## src/hw/rtl/assert_macros.svh

```systemverilog
`ifndef ASSERT_MACROS_SVH
`define ASSERT_MACROS_SVH

// concurrent check on a named clock and active-low reset
`define ASSERT_AT(lbl, clk_s, rst_s, prop, msg) \
  lbl: assert property (@(posedge clk_s) disable iff (!rst_s) prop) else $error(msg);

// concurrent check on the block clock and reset
`define ASSERT_CLK(lbl, prop, msg) `ASSERT_AT(lbl, clk, rst_n, prop, msg)

`endif

```

## src/hw/rtl/clc_pkg.sv

```systemverilog
package clc_pkg;

  localparam int unsigned REQ_W   = 4;
  localparam int unsigned AMT_W   = 16;
  localparam int unsigned MODE_W  = 3;
  localparam int unsigned SECS_W  = 22;
  localparam int unsigned THR_W   = 16;
  localparam int unsigned IN_TDATA_W  = 24;
  localparam int unsigned OUT_TDATA_W = 40;

  localparam logic [THR_W-1:0] THR_RESET = 16'd60;

  localparam logic [REQ_W-1:0] REQ_TICK        = 4'd0;
  localparam logic [REQ_W-1:0] REQ_START       = 4'd1;
  localparam logic [REQ_W-1:0] REQ_RESUME_SECS = 4'd2;
  localparam logic [REQ_W-1:0] REQ_FORCE_LOCK  = 4'd3;
  localparam logic [REQ_W-1:0] REQ_STOP        = 4'd4;
  localparam logic [REQ_W-1:0] REQ_PAUSE       = 4'd5;
  localparam logic [REQ_W-1:0] REQ_RESUME      = 4'd6;
  localparam logic [REQ_W-1:0] REQ_UNLOCKING   = 4'd7;
  localparam logic [REQ_W-1:0] REQ_UNLOCK_RPT  = 4'd8;
  localparam logic [REQ_W-1:0] REQ_LOCKOUT     = 4'd9;

  localparam logic [MODE_W-1:0] MODE_IDLE       = 3'd0;
  localparam logic [MODE_W-1:0] MODE_COUNTING   = 3'd1;
  localparam logic [MODE_W-1:0] MODE_WARNING    = 3'd2;
  localparam logic [MODE_W-1:0] MODE_LOCKED     = 3'd3;
  localparam logic [MODE_W-1:0] MODE_UNLOCKING  = 3'd4;
  localparam logic [MODE_W-1:0] MODE_UNLOCKED   = 3'd5;
  localparam logic [MODE_W-1:0] MODE_LOCKED_OUT = 3'd6;

  typedef struct packed {
    logic [MODE_W-1:0] mode;
    logic [SECS_W-1:0] secs;
    logic              run;
  } state_t;

  typedef struct packed {
    logic second_shown;
    logic warning_tick;
    logic warning_started;
    logic lock_activated;
    logic lockout_started;
    logic unlock_succeeded;
    logic unlock_failed;
    logic mode_changed;
  } flags_t;

  typedef struct packed {
    logic [REQ_W-1:0] req_type;
    logic [AMT_W-1:0] amount;
    logic             unlock_ok;
  } item_t;

endpackage

```

## src/hw/rtl/clc_event.sv

```systemverilog
module clc_event (
  input  clc_pkg::item_t                  item,
  input  clc_pkg::state_t                 st_cur,
  input  logic [clc_pkg::THR_W-1:0]       thr,
  output clc_pkg::state_t                 st_nxt,
  output clc_pkg::flags_t                 flg
);
  import clc_pkg::*;

  logic [SECS_W-1:0] dec;
  logic [SECS_W-1:0] start_secs;
  logic              unl_forced;

  // minutes times 60 as 64x - 4x
  assign start_secs = {item.amount, 6'd0} - {4'd0, item.amount, 2'd0};
  assign dec        = st_cur.secs - 22'd1;

  always_comb begin
    st_nxt     = st_cur;
    flg        = '0;
    unl_forced = 1'b0;
    unique case (item.req_type)
      REQ_TICK: begin
        if (st_cur.run) begin
          if (st_cur.secs != '0) begin
            st_nxt.secs = dec;
            if (st_cur.mode == MODE_COUNTING) begin
              flg.second_shown = 1'b1;
              if (dec <= {6'd0, thr}) begin
                st_nxt.mode         = MODE_WARNING;
                flg.warning_started = 1'b1;
                flg.warning_tick    = 1'b1;
              end
            end else if (st_cur.mode == MODE_WARNING) begin
              flg.warning_tick = 1'b1;
              flg.second_shown = 1'b1;
              if (dec == '0) begin
                st_nxt.run         = 1'b0;
                st_nxt.mode        = MODE_LOCKED;
                flg.lock_activated = 1'b1;
              end
            end else if (st_cur.mode == MODE_LOCKED_OUT) begin
              if (dec == '0) begin
                st_nxt.run  = 1'b0;
                st_nxt.mode = MODE_LOCKED;
              end
            end
          end else begin
            st_nxt.run = 1'b0;
          end
        end
      end
      REQ_START: begin
        st_nxt.secs      = start_secs;
        st_nxt.mode      = MODE_COUNTING;
        st_nxt.run       = 1'b1;
        flg.second_shown = 1'b1;
      end
      REQ_RESUME_SECS: begin
        st_nxt.secs      = {6'd0, item.amount};
        st_nxt.mode      = MODE_COUNTING;
        st_nxt.run       = 1'b1;
        flg.second_shown = 1'b1;
      end
      REQ_FORCE_LOCK: begin
        st_nxt.run         = 1'b0;
        st_nxt.secs        = '0;
        st_nxt.mode        = MODE_LOCKED;
        flg.lock_activated = 1'b1;
      end
      REQ_STOP: begin
        st_nxt.run  = 1'b0;
        st_nxt.mode = MODE_IDLE;
      end
      REQ_PAUSE: begin
        st_nxt.run = 1'b0;
      end
      REQ_RESUME: begin
        if (st_cur.mode != MODE_IDLE) begin
          st_nxt.run = 1'b1;
        end
      end
      REQ_UNLOCKING: begin
        st_nxt.mode = MODE_UNLOCKING;
      end
      REQ_UNLOCK_RPT: begin
        if (item.unlock_ok) begin
          // mode_changed is flagged here even if the mode was already idle
          st_nxt.mode          = MODE_IDLE;
          st_nxt.run           = 1'b0;
          flg.unlock_succeeded = 1'b1;
          unl_forced           = 1'b1;
        end else begin
          flg.unlock_failed = 1'b1;
        end
      end
      REQ_LOCKOUT: begin
        st_nxt.secs         = {6'd0, item.amount};
        st_nxt.mode         = MODE_LOCKED_OUT;
        st_nxt.run          = 1'b1;
        flg.lockout_started = 1'b1;
      end
      default: begin
      end
    endcase
    flg.mode_changed = unl_forced || (st_nxt.mode != st_cur.mode);
  end

endmodule

```

## src/hw/rtl/countdown_lock_controller_top.sv

```systemverilog
// an accepted input word is held in the input register, its result in the output register
// throughput: one word per cycle unless out_tready stalls; next state is combinational
// input stalls only while both registers hold a word and out_tready is low
// reset (rst_n low, synchronous): mode idle, count zero, not running,
// warning threshold 60, both stages empty
`include "assert_macros.svh"

module countdown_lock_controller_top (
  input  logic                                clk,
  input  logic                                rst_n,
  input  logic                                cfg_valid,
  output logic                                cfg_ready,
  input  logic [clc_pkg::THR_W-1:0]           cfg_data,   // warning_threshold
  input  logic                                in_tvalid,
  output logic                                in_tready,
  input  logic [clc_pkg::IN_TDATA_W-1:0]      in_tdata,   // amount, unlock_ok, zero pad
  input  logic [clc_pkg::REQ_W-1:0]           in_tuser,   // req_type
  output logic                                out_tvalid,
  input  logic                                out_tready,
  // mode, remaining, running, second_shown, warning_tick, warning_started,
  // lock_activated, lockout_started, unlock_succeeded, unlock_failed,
  // mode_changed, zero pad
  output logic [clc_pkg::OUT_TDATA_W-1:0]     out_tdata
);
  import clc_pkg::*;

  logic [THR_W-1:0] thr_r;
  logic             in_vld_r;
  item_t            item_r;
  state_t           st_r;
  state_t           st_nxt;
  flags_t           flg;
  logic             out_vld_r;
  state_t           out_st_r;
  flags_t           out_flg_r;
  logic             adv;
  logic             fire;

  assign cfg_ready = 1'b1;
  assign adv       = !out_vld_r || out_tready;
  assign fire      = in_vld_r && adv;
  assign in_tready = !in_vld_r || adv;

  always_ff @(posedge clk) begin
    if (!rst_n) begin
      thr_r <= THR_RESET;
    end else if (cfg_valid) begin
      thr_r <= cfg_data;
    end
  end

  always_ff @(posedge clk) begin
    if (!rst_n) begin
      in_vld_r <= 1'b0;
    end else if (in_tready) begin
      in_vld_r <= in_tvalid;
    end
  end

  always_ff @(posedge clk) begin
    if (in_tready && in_tvalid) begin
      item_r.req_type  <= in_tuser;
      item_r.amount    <= in_tdata[AMT_W-1:0];
      item_r.unlock_ok <= in_tdata[AMT_W];
    end
  end

  clc_event u_event (
    .item   (item_r),
    .st_cur (st_r),
    .thr    (thr_r),
    .st_nxt (st_nxt),
    .flg    (flg)
  );

  always_ff @(posedge clk) begin
    if (!rst_n) begin
      st_r.mode <= MODE_IDLE;
      st_r.secs <= '0;
      st_r.run  <= 1'b0;
    end else if (fire) begin
      st_r <= st_nxt;
    end
  end

  always_ff @(posedge clk) begin
    if (!rst_n) begin
      out_vld_r <= 1'b0;
    end else if (adv) begin
      out_vld_r <= in_vld_r;
    end
  end

  always_ff @(posedge clk) begin
    if (fire) begin
      out_st_r  <= st_nxt;
      out_flg_r <= flg;
    end
  end

  assign out_tvalid = out_vld_r;
  assign out_tdata  = {6'd0,
                       out_flg_r.mode_changed,
                       out_flg_r.unlock_failed,
                       out_flg_r.unlock_succeeded,
                       out_flg_r.lockout_started,
                       out_flg_r.lock_activated,
                       out_flg_r.warning_started,
                       out_flg_r.warning_tick,
                       out_flg_r.second_shown,
                       out_st_r.run,
                       out_st_r.secs,
                       out_st_r.mode};

  `ASSERT_CLK(a_state_hold, !fire |=> $stable(st_r), "state changed without an item")
  `ASSERT_CLK(a_stall_cause, !in_tready |-> (in_vld_r && out_vld_r && !out_tready),
              "input stalled without a blocked result")
  `ASSERT_CLK(a_lock_flags, (out_vld_r && out_flg_r.lock_activated) |->
              (out_st_r.mode == MODE_LOCKED && !out_st_r.run && out_st_r.secs == '0),
              "lock activation with inconsistent state")
  `ASSERT_CLK(a_warn_flags, (out_vld_r && out_flg_r.warning_started) |->
              (out_st_r.mode == MODE_WARNING && out_flg_r.warning_tick),
              "warning start with inconsistent state")
  `ASSERT_CLK(a_out_matches_state, (out_vld_r && $past(fire)) |-> (out_st_r == st_r),
              "result word differs from held state")

endmodule
```

## config.mk

```make
export PLATFORM = sky130hd
export DESIGN_NAME = countdown_lock_controller_top
export DESIGN_NICKNAME = d
export VERILOG_FILES = /design/src/hw/rtl/clc_pkg.sv /design/src/hw/rtl/clc_event.sv /design/src/hw/rtl/countdown_lock_controller_top.sv
export VERILOG_INCLUDE_DIRS = /design/src /design/src/hw/rtl
export SDC_FILE = /design/constraint.sdc
export NUM_CORES = 1
export LEC_CHECK = 0
export BUFFER_PORTS_ARGS = -buffer_cell sky130_fd_sc_hd__buf_2
export CAP_MARGIN = 20
export CORE_MARGIN = 1.5
export CORE_UTILIZATION = 58
export CTS_CLUSTER_DIAMETER = 200
export DETAILED_ROUTE_END_ITERATION = 10
export PLACE_DENSITY = 0.81
export SETUP_SLACK_MARGIN = 0.3
export SLEW_MARGIN = 20
export SYNTH_ARGS = -nofsm -noshare
export SYNTH_HDL_FRONTEND = slang
export SYNTH_SLANG_ARGS = --single-unit
export TNS_END_PERCENT = 50
```

## constraint.sdc

```tcl
create_clock -name clk -period 4.8 [get_ports clk]
set_input_delay 0.24 -clock clk [delete_from_list [all_inputs] [get_ports clk]]
set_output_delay 0.24 -clock clk [all_outputs]
set_load 0.05 [all_outputs]
```

==> metrics, run 1 <==
status=finished clean; clk_lat worst skew=380 ps; final RePlAce weighted congestion=0.901; leakage=2.84 nW; Post-synth top cells=a21oi_1, edfxtp_1, nor2_1; fin nets=847; Slew Limit Fails=0; Hold Path Class=input pin to flip-flop; Worst EP arrival=4410 ps; max cap viols=0; biggest cell delay along the critical path=610 ps; Slowest cell on crit path=or3b_1; crit start category=flip-flop; CP cell instances=inv_1 > ha_1 > or3b_1 > or3_1 > xnor2_1 > ha_1 > nand4_1 > o21ai_0 > a211oi_1 > o31ai_1 > a2111o_1 > o21a_1 > o2111ai_1; Final Cycle Share=87.3%; minimum clock period=4190 ps; first-pass GRT wire length=26.4 mm; num ports=92; pre-CTS WS=777 ps; fmax=239 MHz; Die Ht=108 um; DIE AREA=11700 sq um; Synth top area share=25.8%; Residual DRC=0; number of synthesized register bits=99; final hold viol count=0; Die X=108 um; Post-CTS Hold Buffers=0; clock root buffer=clkbuf_8; Post-synth EDFFs=55; fillcell total=901; critical path required time=5020 ps; RSZ-0062 raised after global routing=false; HPWL Detailed=12.1 mm; vias in the first global route=5414; net switching share of the total power=34.7%; TritonCTS sink count=99; Clock Skew=9.08 ps; top cells by area, synth=edfxtp_1, dfxtp_1, ha_1; Int Pwr=0.00141 W; Clk pwr share=24.6%; Worst-path clk slew=100 ps; number of H-tree levels=3; final wirelength=16.5 mm; Reg power frac=46.6%; final core utilization=64.9%; Buffers on Ports=77; maximum VDD drop=0.165 mV; setup TNS=0 ps; Initial DRT Pass Iterations=6; Slew HR=26.8%; most common cell in the netlist=a21oi_1; cell family with most CP delay=compound AO/OA/AOI/OAI gates; Vias=5637; worst path bufs/invs=1; worst-margin pin slew=1100 ps; sequential share of the synthesized area=39.5%; CTS Buf Count=9; largest net degree at the start of global routing=46; Ant. Diodes=0; mapped cell area=6410 sq um; vias per cell=6.19; combinational group share of total power=28.8%; ANT nets after route=0; final instance area=7000 sq um; synth warn=0; CTS tree=yes; Initial Util=59.4%; Psw=0.000749 W; Post-synth ARST share=0%; post-CTS sizing=0; 1st-iter DRT viols=445; synthesized instance count=716; initial antenna violation count=0; endpoints failing setup=0; Mapped Avg Cell Area=8.96 sq um; wire length per cell=18.1 um; count of different cell masters after synthesis=72; Power Density=308 nW/um^2; ys flop type=edfxtp_1; Synth area leader=edfxtp_1; Clock Tree Buf Depth=2; Worst setup EP type=flip-flop; layout cells sized above 1=16.1%; final setup slack of the worst path=609 ps; synth-to-layout area growth=9.17%; Rows=38; Overflow after GRT=0; total track usage=29.4%; Most Frequent Cell on Critical Path=ha_1; Placed Area=6810 sq um; setup bufs post-CTS=0; critical path type=flip-flop to flip-flop; Tot Pwr=0.00216 W; Crit Path Max Fanout=15; core area=10800 sq um
-- area by class of cell --
type,instances,area [sq um],share of cell area [%]
clock buffers,10,128,1.82
inverters,51,191,2.73
multi-input cells,521,3480,49.7
repair buffers,84,438,6.25
clock inverters,6,57.6,0.822
flip-flops and latches,99,2530,36.2
well taps,140,175,2.50
-- cell families (layout without fill, tap and decap cells) --
group	count (synthesis)	count (layout)	share of synthesized area [%]
mux	15	15	2.34
compound gates	215	215	22.1
other cells	2	7	0.117
simple gates	220	220	18.8
buf+inv	101	151	6.55
fa+ha+maj	32	32	6.24
flops	99	99	39.5
xor+xnor	32	32	4.37
-- sequential cells by signal, indices dropped and copies added, names as in the netlist --
name	cells
thr_r	16
st_r	26
out_tvalid	1
in_vld_r	1
out_tdata	34
item_r	21
-- stage by stage --
stage | instances | hold slack [ps]
floorplan | 721 | 339
global placement | 894 | 416
detailed placement | 894 | 418
CTS | 910 | 17.8
global route | 911 | 15.8
finish | 911 | 26.9
-- layer usage --
layer / share of wire (%) / vias up / wire length [um] / global-route usage [%]
li1: - / 2710 / - / -
met1: 42 / 2627 / 6920 / 37.5
met2: 47 / 265 / 7790 / 48.1
met3: 7.7 / 35 / 1270 / 5.61
met4: 2.9 / 0 / 479 / 14.2
met5: 0 / - / 0 / 0
-- final timing paths --
| path | from | end | slack [ps] | cells past startpoint |
|---|---|---|---|---|
| min | in_tdata[11] | item_r[12] | 30 | 1 |
| min reg2reg | thr_r[2] | thr_r[2] | 500 | 2 |
| max reg2reg | st_r[1] | out_tdata[33] | 610 | 13 |
| max | st_r[1] | out_tdata[33] | 610 | 13 |
-- worst reg2reg max path: stages (launching register included) --
cell,delay [ps]
dfxtp_1,420
inv_1,130
ha_1,230
or3b_1,620
or3_1,480
xnor2_1,230
ha_1,290
nand4_1,160
o21ai_0,120
a211oi_1,260
o31ai_1,170
a2111o_1,490
o21a_1,240
o2111ai_1,210
-- layout by cell type (no fill, tap or decap), types with 15 or more instances in the layout --
cell type and n:
edfxtp_1 55, nor2_1 54, o21ai_0 43, dfxtp_1 44
ha_1 32, nor3_1 18, a21oi_1 57, buf_2 77
xnor2_1 20, inv_1 50, nor2b_1 18, mux2i_1 15
nand2_1 41
-- power by group through the flow --
stage                     registers [W]  logic, W  clock network [W]
final                           0.00101  0.000622           0.000531
after global routing            0.00101  0.000679           0.000566
after CTS                       0.00100  0.000612           0.000540
after detailed placement        0.00102  0.000608                  0
after global placement          0.00102  0.000588                  0
after floorplan                 0.00105  0.000427                  0
Power figures use the tool's default switching activity.
==> inputs of run 2 (changes only) <==
Settings changed: CORE_UTILIZATION 58 to 30, PLACE_DENSITY 0.81 to 0.55.
==> metrics, run 2 (synthesis gave the netlist of run 1 again) <==
total track usage=15.8% (was 29.4%); number of H-tree levels=3 (unchanged); Ant. Diodes=0 (unchanged); Die Ht=149 um (was 108 um); Residual DRC=0 (unchanged); initial antenna violation count=0 (unchanged); CP cell instances=inv_1 > ha_1 > or3b_1 > or3_1 > xnor2_1 > ha_1 > nand4_1 > nor4_1 > a21oi_1 > a2111o_1 > o21a_1 > o2111ai_1 (was inv_1 > ha_1 > or3b_1 > or3_1 > xnor2_1 > ha_1 > nand4_1 > o21ai_0 > a211oi_1 > o31ai_1 > a2111o_1 > o21a_1 > o2111ai_1); Power Density=316 nW/um^2 (was 308 nW/um^2); post-CTS sizing=0 (unchanged); Worst setup EP type=flip-flop (unchanged); Slew HR=32.4% (was 26.8%); first-pass GRT wire length=27.2 mm (was 26.4 mm); fin nets=848 (was 847); RSZ-0062 raised after global routing=false (unchanged); wire length per cell=16.6 um (was 18.1 um); max cap viols=0 (unchanged); Crit Path Max Fanout=15 (unchanged); Vias=5463 (was 5637); CTS Buf Count=9 (unchanged); Final Cycle Share=84.9% (was 87.3%); pre-CTS WS=789 ps (was 777 ps); clk_lat worst skew=350 ps (was 380 ps); status=finished clean (unchanged); Overflow after GRT=0 (unchanged); Worst-path clk slew=70 ps (was 100 ps); Buffers on Ports=77 (unchanged); Clock Skew=7.48 ps (was 9.08 ps); synth-to-layout area growth=13.2% (was 9.17%); core area=21000 sq um (was 10800 sq um); worst-margin pin slew=1010 ps (was 1100 ps); leakage=2.87 nW (was 2.84 nW); num ports=92 (unchanged); 1st-iter DRT viols=476 (was 445); Die X=149 um (was 108 um); Clock Tree Buf Depth=2 (unchanged); number of flip-flops under the largest register name=34 (unchanged); CTS tree=yes (unchanged); Post-CTS Hold Buffers=0 (unchanged); final setup slack of the worst path=726 ps (was 609 ps); Worst EP arrival=4270 ps (was 4410 ps); ANT nets after route=0 (unchanged); largest net degree at the start of global routing=46 (unchanged); Hold Path Class=input pin to flip-flop (unchanged); vias per cell=5.22 (was 6.19); final wirelength=17.3 mm (was 16.5 mm); HPWL Detailed=12.7 mm (was 12.1 mm); crit start category=flip-flop (unchanged); most frequent cells in the layout=buf_2, a21oi_1, edfxtp_1, nor2_1, inv_1 (unchanged); Slew Limit Fails=0 (unchanged); Rows=53 (was 38); final hold viol count=0 (unchanged); final instance area=7260 sq um (was 7000 sq um); minimum clock period=4070 ps (was 4190 ps); Slowest cell on crit path=or3b_1 (unchanged); biggest cell delay along the critical path=620 ps (was 610 ps); critical path type=flip-flop to flip-flop (unchanged); vias in the first global route=4964 (was 5414); layout cells sized above 1=15.9% (was 16.1%); critical path required time=4990 ps (was 5020 ps); setup bufs post-CTS=0 (unchanged); final RePlAce weighted congestion=0.899 (was 0.901); commonest non-fill, non-tap cell in the layout=buf_2 (unchanged); fmax=245 MHz (was 239 MHz); Initial Util=30.5% (was 59.4%); endpoints failing setup=0 (unchanged); setup TNS=0 ps (unchanged); Initial DRT Pass Iterations=5 (was 6); final hold slack=56.3 ps (was 26.9 ps); Most Frequent Cell on Critical Path=ha_1 (unchanged); DIE AREA=22300 sq um (was 11700 sq um); Placed Area=6990 sq um (was 6810 sq um); final core utilization=34.5% (was 64.9%); TritonCTS sink count=99 (unchanged); clock root buffer=clkbuf_16 (was clkbuf_8); maximum VDD drop=0.190 mV (was 0.165 mV)
[run 2: cell type report]
cell class / instances / area (sq um)
Timing Repair Buffer: 85 / 445
Clock buffer: 14 / 254
Inverter: 51 / 191
Sequential cell: 99 / 2530
Tap cell: 275 / 344
Fill cell: 2179 / 13800
Multi-Input combinational cell: 521 / 3480
Clock inverter: 2 / 10.0
[run 2: worst paths after layout]
kind	startpoint	endpoint	slack [ps]	depth (start not counted)
setup / recovery	st_r[1]	out_tdata[33]	730	12
hold / removal	in_tdata[9]	item_r[10]	60	1
setup reg to reg	st_r[1]	out_tdata[33]	730	12
hold reg to reg	thr_r[2]	thr_r[2]	490	2
[run 2: worst max-delay path: cells and delay by family, from the launching register on]
family | cells | cell delay [ps]
AOI/OAI and AO/OA | 4 | 1090
xor gates and xnor gates | 1 | 170
adders and majority gates | 2 | 550
buffers and inverters | 1 | 120
DFF | 1 | 410
and+or+nand+nor | 4 | 1550
[run 2: routing by layer]
| metal | vias to the layer above | part of all wire [%] | GRT usage (%) |
|---|---|---|---|
| met5 | - | 0 | 0 |
| met4 | 0 | 1.7 | 5.54 |
| met3 | 23 | 5.3 | 2.75 |
| met2 | 158 | 45 | 24.5 |
| met1 | 2555 | 48 | 22.1 |
| li1 | 2727 | - | - |
[run 2: report_power, final]
part,leakage [nW],internal [W],switching (W)
Combinational,1.86,0.000221,0.000390
Sequential,0.890,0.000951,0.0000573
Clock,0.129,0.000366,0.000311
[run 2: per-stage QoR]
| step | std cells | total power, W |
|---|---|---|
| 4_1_cts | 1046 | 0.00231 |
| 3_3_place_gp | 1030 | 0.00163 |
| 2_1_floorplan | 721 | 0.00148 |
| 5_1_grt | 1047 | 0.00242 |
| 6_report | 1047 | 0.00230 |
| 3_5_place_dp | 1030 | 0.00163 |
